### src/rtl/core/e2u_pkg.sv
// ----------------------------------------------------------------------------
// e2u_pkg
// Types, constants and elaboration-time tables for the epoch seconds to
// UTC date and time converter.
// ----------------------------------------------------------------------------
package e2u_pkg;

    localparam int unsigned FIRST_YEAR   = 1970;
    localparam int unsigned YEAR_COUNT   = 69;
    localparam int unsigned YEAR_IDX_W   = $clog2(YEAR_COUNT);
    localparam int unsigned MONTH_COUNT  = 12;

    localparam logic [16:0] SECS_PER_DAY  = 17'd86400;
    localparam logic [16:0] SECS_PER_HOUR = 17'd3600;
    localparam logic [11:0] SECS_PER_MIN  = 12'd60;

    // Exact reciprocals: (x >> 7) / 675 for 24-bit x, x / 3600 for x below
    // 86400, x / 60 for x below 3600.
    localparam logic [24:0] DAY_RECIP  = 25'd25451659;
    localparam int unsigned DAY_SHIFT  = 34;
    localparam logic [17:0] HOUR_RECIP = 18'd149131;
    localparam int unsigned HOUR_SHIFT = 29;
    localparam logic [11:0] MIN_RECIP  = 12'd2185;
    localparam int unsigned MIN_SHIFT  = 17;

    typedef logic [YEAR_COUNT-1:0][14:0]  t_year_start_tab;
    typedef logic [YEAR_COUNT-1:0]        t_leap_mask;
    typedef logic [MONTH_COUNT-1:0][8:0]  t_month_start_tab;

    typedef struct packed {
        logic a;
        logic b;
        logic c;
        logic d;
    } t_tod_en;

    function automatic logic f_is_leap(input int unsigned y);
        return ((y % 400) == 0) || (((y % 4) == 0) && ((y % 100) != 0));
    endfunction

    function automatic t_year_start_tab f_year_starts();
        t_year_start_tab tab;
        int unsigned     acc;
        acc = 0;
        for (int unsigned i = 0; i < YEAR_COUNT; i++) begin
            tab[i] = 15'(acc);
            acc = acc + (f_is_leap(FIRST_YEAR + i) ? 366 : 365);
        end
        return tab;
    endfunction

    function automatic t_leap_mask f_leap_mask();
        t_leap_mask m;
        for (int unsigned i = 0; i < YEAR_COUNT; i++) begin
            m[i] = f_is_leap(FIRST_YEAR + i);
        end
        return m;
    endfunction

    function automatic int unsigned f_month_len(input int unsigned m);
        int unsigned len;
        unique case (m)
            1:       len = 28;
            3, 5, 8, 10: len = 30;
            default: len = 31;
        endcase
        return len;
    endfunction

    // Start of each month within a common year, counted from 0.
    function automatic t_month_start_tab f_month_starts();
        t_month_start_tab tab;
        int unsigned      acc;
        acc = 0;
        for (int unsigned m = 0; m < MONTH_COUNT; m++) begin
            tab[m] = 9'(acc);
            acc = acc + f_month_len(m);
        end
        return tab;
    endfunction

    localparam t_year_start_tab  YEAR_START  = f_year_starts();
    localparam t_leap_mask       LEAP_MASK   = f_leap_mask();
    localparam t_month_start_tab MONTH_START = f_month_starts();

endpackage

### src/rtl/core/e2u_tod_split.sv
// ----------------------------------------------------------------------------
// e2u_tod_split
// Four-stage split of the second of the day into hour, minute and second,
// using reciprocal multiplies with a register after each product.
// ----------------------------------------------------------------------------
module e2u_tod_split (
    input  logic              i_clk,
    input  e2u_pkg::t_tod_en  i_en,
    input  logic [16:0]       i_tod,
    output logic [4:0]        o_hour,
    output logic [5:0]        o_minute,
    output logic [5:0]        o_second
);

    logic [33:0] r_hprod;
    logic [16:0] r_tod_a;
    logic [4:0]  r_hour_b, r_hour_c, r_hour_d;
    logic [11:0] r_rem_b, r_rem_c;
    logic [23:0] r_mprod;
    logic [5:0]  r_min_d, r_sec_d;

    logic [4:0]  n_hour;
    logic [16:0] w_hour_secs;
    logic [11:0] n_rem;
    logic [5:0]  n_min;
    logic [11:0] w_min_secs;
    logic [5:0]  n_sec;

    always_comb begin
        n_hour      = r_hprod[e2u_pkg::HOUR_SHIFT+4:e2u_pkg::HOUR_SHIFT];
        w_hour_secs = 17'(n_hour) * e2u_pkg::SECS_PER_HOUR;
        n_rem       = 12'(r_tod_a - w_hour_secs);
        n_min       = r_mprod[e2u_pkg::MIN_SHIFT+5:e2u_pkg::MIN_SHIFT];
        w_min_secs  = 12'(n_min) * e2u_pkg::SECS_PER_MIN;
        n_sec       = 6'(r_rem_c - w_min_secs);
    end

    always_ff @(posedge i_clk) begin
        if (i_en.a) begin
            r_hprod <= 34'(i_tod) * 34'(e2u_pkg::HOUR_RECIP);
            r_tod_a <= i_tod;
        end
        if (i_en.b) begin
            r_hour_b <= n_hour;
            r_rem_b  <= n_rem;
        end
        if (i_en.c) begin
            r_mprod  <= 24'(r_rem_b) * 24'(e2u_pkg::MIN_RECIP);
            r_rem_c  <= r_rem_b;
            r_hour_c <= r_hour_b;
        end
        if (i_en.d) begin
            r_hour_d <= r_hour_c;
            r_min_d  <= n_min;
            r_sec_d  <= n_sec;
        end
    end

    assign o_hour   = r_hour_d;
    assign o_minute = r_min_d;
    assign o_second = r_sec_d;

endmodule

### src/rtl/core/epoch_seconds_to_utc_datetime_core.sv
// ----------------------------------------------------------------------------
// epoch_seconds_to_utc_datetime_core
// Converts seconds since 1970-01-01T00:00:00Z into days since the epoch,
// the Gregorian date and the UTC time of day.
//
//   Channel   Direction  Handshake            Word
//   input     in         i_valid / o_stall    i_epoch_seconds
//   output    out        o_valid / i_stall    days, date and time of day
//
// Six register stages; a word enters every cycle while o_stall is low.
// Depth is set by the day divide multiply, the year and month compare
// banks and the hour and minute multiplies. Reset clears only the stage
// valid bits. A stall at the output holds each full stage with only full
// stages after it; other stages keep moving, so no word is lost.
// ----------------------------------------------------------------------------
module epoch_seconds_to_utc_datetime_core (
    input  logic        i_clk,
    input  logic        i_rst_n,
    input  logic        i_valid,
    output logic        o_stall,
    input  logic [30:0] i_epoch_seconds,
    output logic        o_valid,
    input  logic        i_stall,
    output logic [14:0] o_days_since_epoch,
    output logic [10:0] o_year,
    output logic [3:0]  o_month,
    output logic [4:0]  o_day_of_month,
    output logic [4:0]  o_hour,
    output logic [5:0]  o_minute,
    output logic [5:0]  o_second
);

    localparam int unsigned STAGES = 6;
    localparam int unsigned YW     = e2u_pkg::YEAR_IDX_W;
    localparam int unsigned MC     = e2u_pkg::MONTH_COUNT;

    logic [STAGES:1] r_valid, n_valid, w_en, w_prev;

    // Stage registers.
    logic [30:0]   r1_secs;
    logic [48:0]   r1_prod;
    logic [14:0]   r2_days, r3_days, r4_days, r5_days, r6_days;
    logic [16:0]   r2_tod;
    logic [YW-1:0] r3_yidx;
    logic [8:0]    r4_doy, r5_doy;
    logic          r4_leap, r5_leap;
    logic [10:0]   r4_year, r5_year, r6_year;
    logic [3:0]    r5_month, r6_month;
    logic [4:0]    r6_dom;

    logic [14:0]                 n2_days;
    logic [31:0]                 w_day_secs;
    logic [16:0]                 n2_tod;
    logic [e2u_pkg::YEAR_COUNT-1:1] w_ycmp;
    logic [YW-1:0]               n3_yidx;
    logic [8:0]                  n4_doy;
    logic [MC-1:1]               w_mcmp;
    logic [3:0]                  n5_month;
    logic [8:0]                  w_mbase;
    logic [4:0]                  n6_dom;
    e2u_pkg::t_tod_en            w_tod_en;

    // Handshake: a stage loads when it is empty or the next stage loads.
    always_comb begin
        w_en[STAGES] = !r_valid[STAGES] || !i_stall;
        for (int k = STAGES - 1; k >= 1; k--) begin
            w_en[k] = !r_valid[k] || w_en[k+1];
        end
        w_prev  = {r_valid[STAGES-1:1], i_valid};
        n_valid = (w_en & w_prev) | (~w_en & r_valid);
    end

    always_ff @(posedge i_clk) begin
        if (!i_rst_n) begin
            r_valid <= '0;
        end else begin
            r_valid <= n_valid;
        end
    end

    assign o_stall = !w_en[1];
    assign o_valid = r_valid[STAGES];

    always_comb begin
        n2_days    = r1_prod[e2u_pkg::DAY_SHIFT+14:e2u_pkg::DAY_SHIFT];
        w_day_secs = 32'(n2_days) * 32'(e2u_pkg::SECS_PER_DAY);
        n2_tod     = 17'({1'b0, r1_secs} - w_day_secs);

        // Years completed: how many year boundaries lie at or below the day.
        for (int i = 1; i < e2u_pkg::YEAR_COUNT; i++) begin
            w_ycmp[i] = r2_days >= e2u_pkg::YEAR_START[i];
        end
        n3_yidx = YW'($countones(w_ycmp));

        n4_doy = 9'(r3_days - e2u_pkg::YEAR_START[r3_yidx]);

        // In a leap year every month after February starts one day later.
        for (int k = 1; k < MC; k++) begin
            w_mcmp[k] = r4_doy >= (e2u_pkg::MONTH_START[k] + 9'(r4_leap && (k >= 2)));
        end
        n5_month = 4'(1 + $countones(w_mcmp));

        w_mbase = e2u_pkg::MONTH_START[r5_month - 4'd1]
                + 9'(r5_leap && (r5_month >= 4'd3));
        n6_dom  = 5'(r5_doy - w_mbase + 9'd1);
    end

    always_ff @(posedge i_clk) begin
        if (w_en[1]) begin
            r1_secs <= i_epoch_seconds;
            r1_prod <= 49'(i_epoch_seconds[30:7]) * 49'(e2u_pkg::DAY_RECIP);
        end
        if (w_en[2]) begin
            r2_days <= n2_days;
            r2_tod  <= n2_tod;
        end
        if (w_en[3]) begin
            r3_days <= r2_days;
            r3_yidx <= n3_yidx;
        end
        if (w_en[4]) begin
            r4_days <= r3_days;
            r4_doy  <= n4_doy;
            r4_leap <= e2u_pkg::LEAP_MASK[r3_yidx];
            r4_year <= 11'(e2u_pkg::FIRST_YEAR) + 11'(r3_yidx);
        end
        if (w_en[5]) begin
            r5_days  <= r4_days;
            r5_doy   <= r4_doy;
            r5_leap  <= r4_leap;
            r5_year  <= r4_year;
            r5_month <= n5_month;
        end
        if (w_en[6]) begin
            r6_days  <= r5_days;
            r6_year  <= r5_year;
            r6_month <= r5_month;
            r6_dom   <= n6_dom;
        end
    end

    assign w_tod_en.a = w_en[3];
    assign w_tod_en.b = w_en[4];
    assign w_tod_en.c = w_en[5];
    assign w_tod_en.d = w_en[6];

    e2u_tod_split u_tod_split (
        .i_clk    (i_clk),
        .i_en     (w_tod_en),
        .i_tod    (r2_tod),
        .o_hour   (o_hour),
        .o_minute (o_minute),
        .o_second (o_second)
    );

    assign o_days_since_epoch = r6_days;
    assign o_year             = r6_year;
    assign o_month            = r6_month;
    assign o_day_of_month     = r6_dom;

endmodule
### config.mk
export PLATFORM = sky130hd
export DESIGN_NAME = epoch_seconds_to_utc_datetime_core
export DESIGN_NICKNAME = d
export VERILOG_FILES = /design/src/rtl/core/e2u_pkg.sv /design/src/rtl/core/e2u_tod_split.sv /design/src/rtl/core/epoch_seconds_to_utc_datetime_core.sv
export SDC_FILE = /design/constraint.sdc
export NUM_CORES = 2
export LEC_CHECK = 0
export BUFFER_PORTS_ARGS = -buffer_cell sky130_fd_sc_hd__buf_2
export CAP_MARGIN = 20
export CORE_ASPECT_RATIO = 0.9
export CORE_MARGIN = 2
export CORE_UTILIZATION = 30
export DETAILED_ROUTE_END_ITERATION = 10
export PLACE_DENSITY = 0.53
export SLEW_MARGIN = 20
export SYNTH_ARGS = -nofsm -noshare
export SYNTH_HDL_FRONTEND = slang
export SYNTH_HIERARCHICAL = 1
export SYNTH_SLANG_ARGS = --single-unit
### constraint.sdc
create_clock -name i_clk -period 14.2 [get_ports i_clk]
set_input_delay 1.42 -clock i_clk [delete_from_list [all_inputs] [get_ports i_clk]]
set_output_delay 1.42 -clock i_clk [all_outputs]
set_load 0.01 [all_outputs]
==> key figures <==
Status
  – Status: complete, no violations

Flow run
  – Max-Cap Viols: 0

Min path
  – HP Class: reg2reg

Clocking
  – Clk sink count: 270
  – Cts hold-fix bufs: 0
  – Clock root cell: clkbuf_16
  – Clk_lat worst skew: 610 ps
  – TritonCTS clock tree: done
  – Post CTS Setup Buffer Count: 0
  – Post-cts repair resize count: 0
  – Worst-path clk slew: 70 ps
  – Max clock buf depth: 3
  – CTS H-Tree Depth: 1
  – Total CTS buffers: 31

Worst setup path
  – Critical path data arrival time: 10210 ps
  – CP Buf/Inv Count: 3
  – Worst Path Required: 14720 ps
  – Slowest cell on the critical path: a2111oi_0
  – Crit path kind: reg2reg
  – Crit-path max cell delay: 770 ps
  – Worst Setup End Kind: flip-flop
  – R2r setup slk: 4510 ps
  – Crit path max-delay family: adder cells
  – Worst Path Max Fanout: 33
  – Worst setup SP type: flip-flop
  – Most numerous cell on the critical path: fa_1

Final layout
  – Commonest non-fill, non-tap cells in the layout: ha_1, inv_1, fa_1, edfxtp_1, a21oi_1
  – Share of cells above drive strength 1: 6.68%
  – Layout Area Growth over Synthesis: 10.0%
  – Diodes inserted: 0
  – Design area: 34000 sq um
  – Most common cell after layout, fill and taps aside: ha_1
  – Final core utilization: 33.3%
  – Nets@finish: 3968
  – Fillers: 10500

Yosys
  – #FFs+latches synth: 270
  – Post-synthesis async set-or-reset flop share: 0%
  – Number of enable flip-flop cells after synthesis: 255
  – Post-Syn Nets: 3903
  – Post-synth top flop: edfxtp_1
  – Mapped Avg Cell Area: 10.4 sq um
  – Gate Count Post-Synth: 2966
  – Ys Warns: 6
  – Synthesized area: 30900 sq um
  – Synth cell types: 88
  – Register area share after synthesis: 25.8%

STA
  – Peak Freq: 103 MHz
  – Final Hold Viols: 0
  – Setup violators final: 0
  – Min cycle time layout: 9690 ps
  – Layout Skew: 26.3 ps
  – Max_slew headroom: 34.3%
  – RSZ-0062 raised after global routing: false
  – Final TNS setup: 0 ps
  – Crit share post-route: 68.2%
  – Worst Tran Pin Value: 977 ps
  – Slew Limit Fails: 0

Route
  – Final ANT Viol Nets: 0
  – DR WL/cell: 18.2 microns
  – Remaining DRCs: 0
  – Post-Route WL: 80.1 mm
  – Vias/cell: 4.83
  – Initial drt markers: 1543
  – First-pass DRT Iterations: 5
  – Via count: 21300

GRT
  – Initial antenna violation count: 0
  – Total GRT Usage: 15.3%
  – Gr ovfl total: 0
  – First-pass GRT wire length: 127 mm
  – Vias in the first global route: 21900
  – Largest net degree at the start of global routing: 53

Floorplan
  – Core area: 102000 sq um
  – Die Span Y: 308 microns
  – FP Rows: 111
  – Initial Util: 30.3%
  – Ports: 89
  – Die area: 106000 sq um
  – Die width: 342 microns

Placed design
  – Detailed placement HPWL: 64.3 mm
  – Area after DPL: 32900 sq um
  – Final RePlAce weighted congestion: 0.953
  – Port Buffers: 88
-- worst reg2reg max path, stage by stage, from the launching register on --
cell       delay (ps)
edfxtp_1          350
buf_4             260
or2_2             400
nor2_1            300
o21ai_0           150
a2111oi_0         770
o21ai_0           240
fa_1              570
inv_1              50
fa_1              460
fa_1              540
fa_1              450
fa_1              520
fa_1              510
fa_1              520
fa_1              540
inv_1              40
ha_1              220
a211o_1           350
a21oi_1           330
o21a_1            730
nor3_1            180
or4_4             560
o31ai_2           250
a211oi_1           90
nor3_1            210
-- layer usage --
layer | track usage, % | share of wire, % | vias up
li1 | - | - | 10300
met1 | 22.1 | 48 | 10400
met2 | 24.4 | 45 | 517
met3 | 1.61 | 4.3 | 107
met4 | 3.66 | 2.6 | 0
met5 | 0 | 0 | -
-- worst paths after layout --
check / to / from / depth (start not counted)
setup / recovery: flip-flop / r2_days[7] / 25
setup reg to reg: flip-flop / r2_days[7] / 25
hold / removal: u_tod_split/r_rem_b[1] / u_tod_split/r_tod_a[1] / 0
hold reg to reg: u_tod_split/r_rem_b[1] / u_tod_split/r_tod_a[1] / 0
-- registers in the layout, indices dropped and copies added (netlist names), 7 cells and up, named ones only --
name,flops
r2_days,15
r5_year,9
u_tod_split/r_tod_a,11
o_year,9
r1_prod,15
r1_secs,17
r4_days,15
r4_doy,9
r4_year,9
o_days_since_epoch,15
r5_days,15
r3_yidx,7
r2_tod,17
r3_days,15
u_tod_split/r_rem_b,12
-- metrics by stage --
step / hold WS (ps) / worst slack (ps) / instances
after global routing: 415 / 4110 / 4412
after global placement: 401 / 4720 / 4354
after floorplan: 400 / 5870 / 2966
final: 406 / 4510 / 4412
after detailed placement: 405 / 4570 / 4354
after CTS: 407 / 4540 / 4412
-- layout make-up --
class	instances	area (sq um)	area share, %
Clock buffer	39	847	2.49
Multi-Input combinational cell	2055	20500	60.3
Tap cell	1356	1700	4.99
Sequential cell	270	7960	23.4
Inverter	564	2120	6.25
Clock inverter	19	254	0.748
Timing Repair Buffer	109	598	1.76
-- cell usage after synthesis, drive strengths merged (5+ instances only) --
master / count / area, sq um
o31ai: 15 / 123
inv: 564 / 2120
dfxtp: 15 / 300
nand2: 144 / 541
nor4: 13 / 96.3
a2111oi: 7 / 67.6
a21boi: 8 / 60.1
a211oi: 33 / 258
a21oi: 162 / 815
and2: 10 / 65.1
a311oi: 8 / 70.1
or2: 11 / 68.8
a211o: 5 / 43.8
nor2b: 20 / 125
a31o: 5 / 43.8
o21ai: 111 / 559
nand4: 25 / 171
o21a: 19 / 143
nor3: 56 / 290
clkbuf: 64 / 240
xnor2: 65 / 569
nand2b: 22 / 138
a21o: 38 / 285
or3: 12 / 75.1
and3: 13 / 81.3
a221oi: 5 / 50.0
buf: 13 / 82.6
o311ai: 7 / 61.3
a31oi: 20 / 125
fa: 318 / 6370
o211ai: 30 / 225
xor2: 22 / 193
edfxtp: 255 / 7660
ha: 584 / 7310
o21bai: 20 / 150
nor2: 134 / 503
nand3: 55 / 280
-- logic make-up (layout without fill, tap and decap cells) --
logic type / after synthesis / after routing / share of synthesized area, %
adder cells (fa/ha/maj): 902 / 902 / 44.3
buffers and inverters: 641 / 731 / 7.92
XOR/XNOR: 87 / 87 / 2.47
AO/OA/AOI/OAI: 527 / 527 / 11.0
flip-flops: 270 / 270 / 25.8
multiplexers: 5 / 5 / 0.219
AND/OR/NAND/NOR: 534 / 534 / 8.39
Power is left out: the tool's default activity adds up to more than one toggle a clock period on the data nets, which glitch-free logic cannot reach.
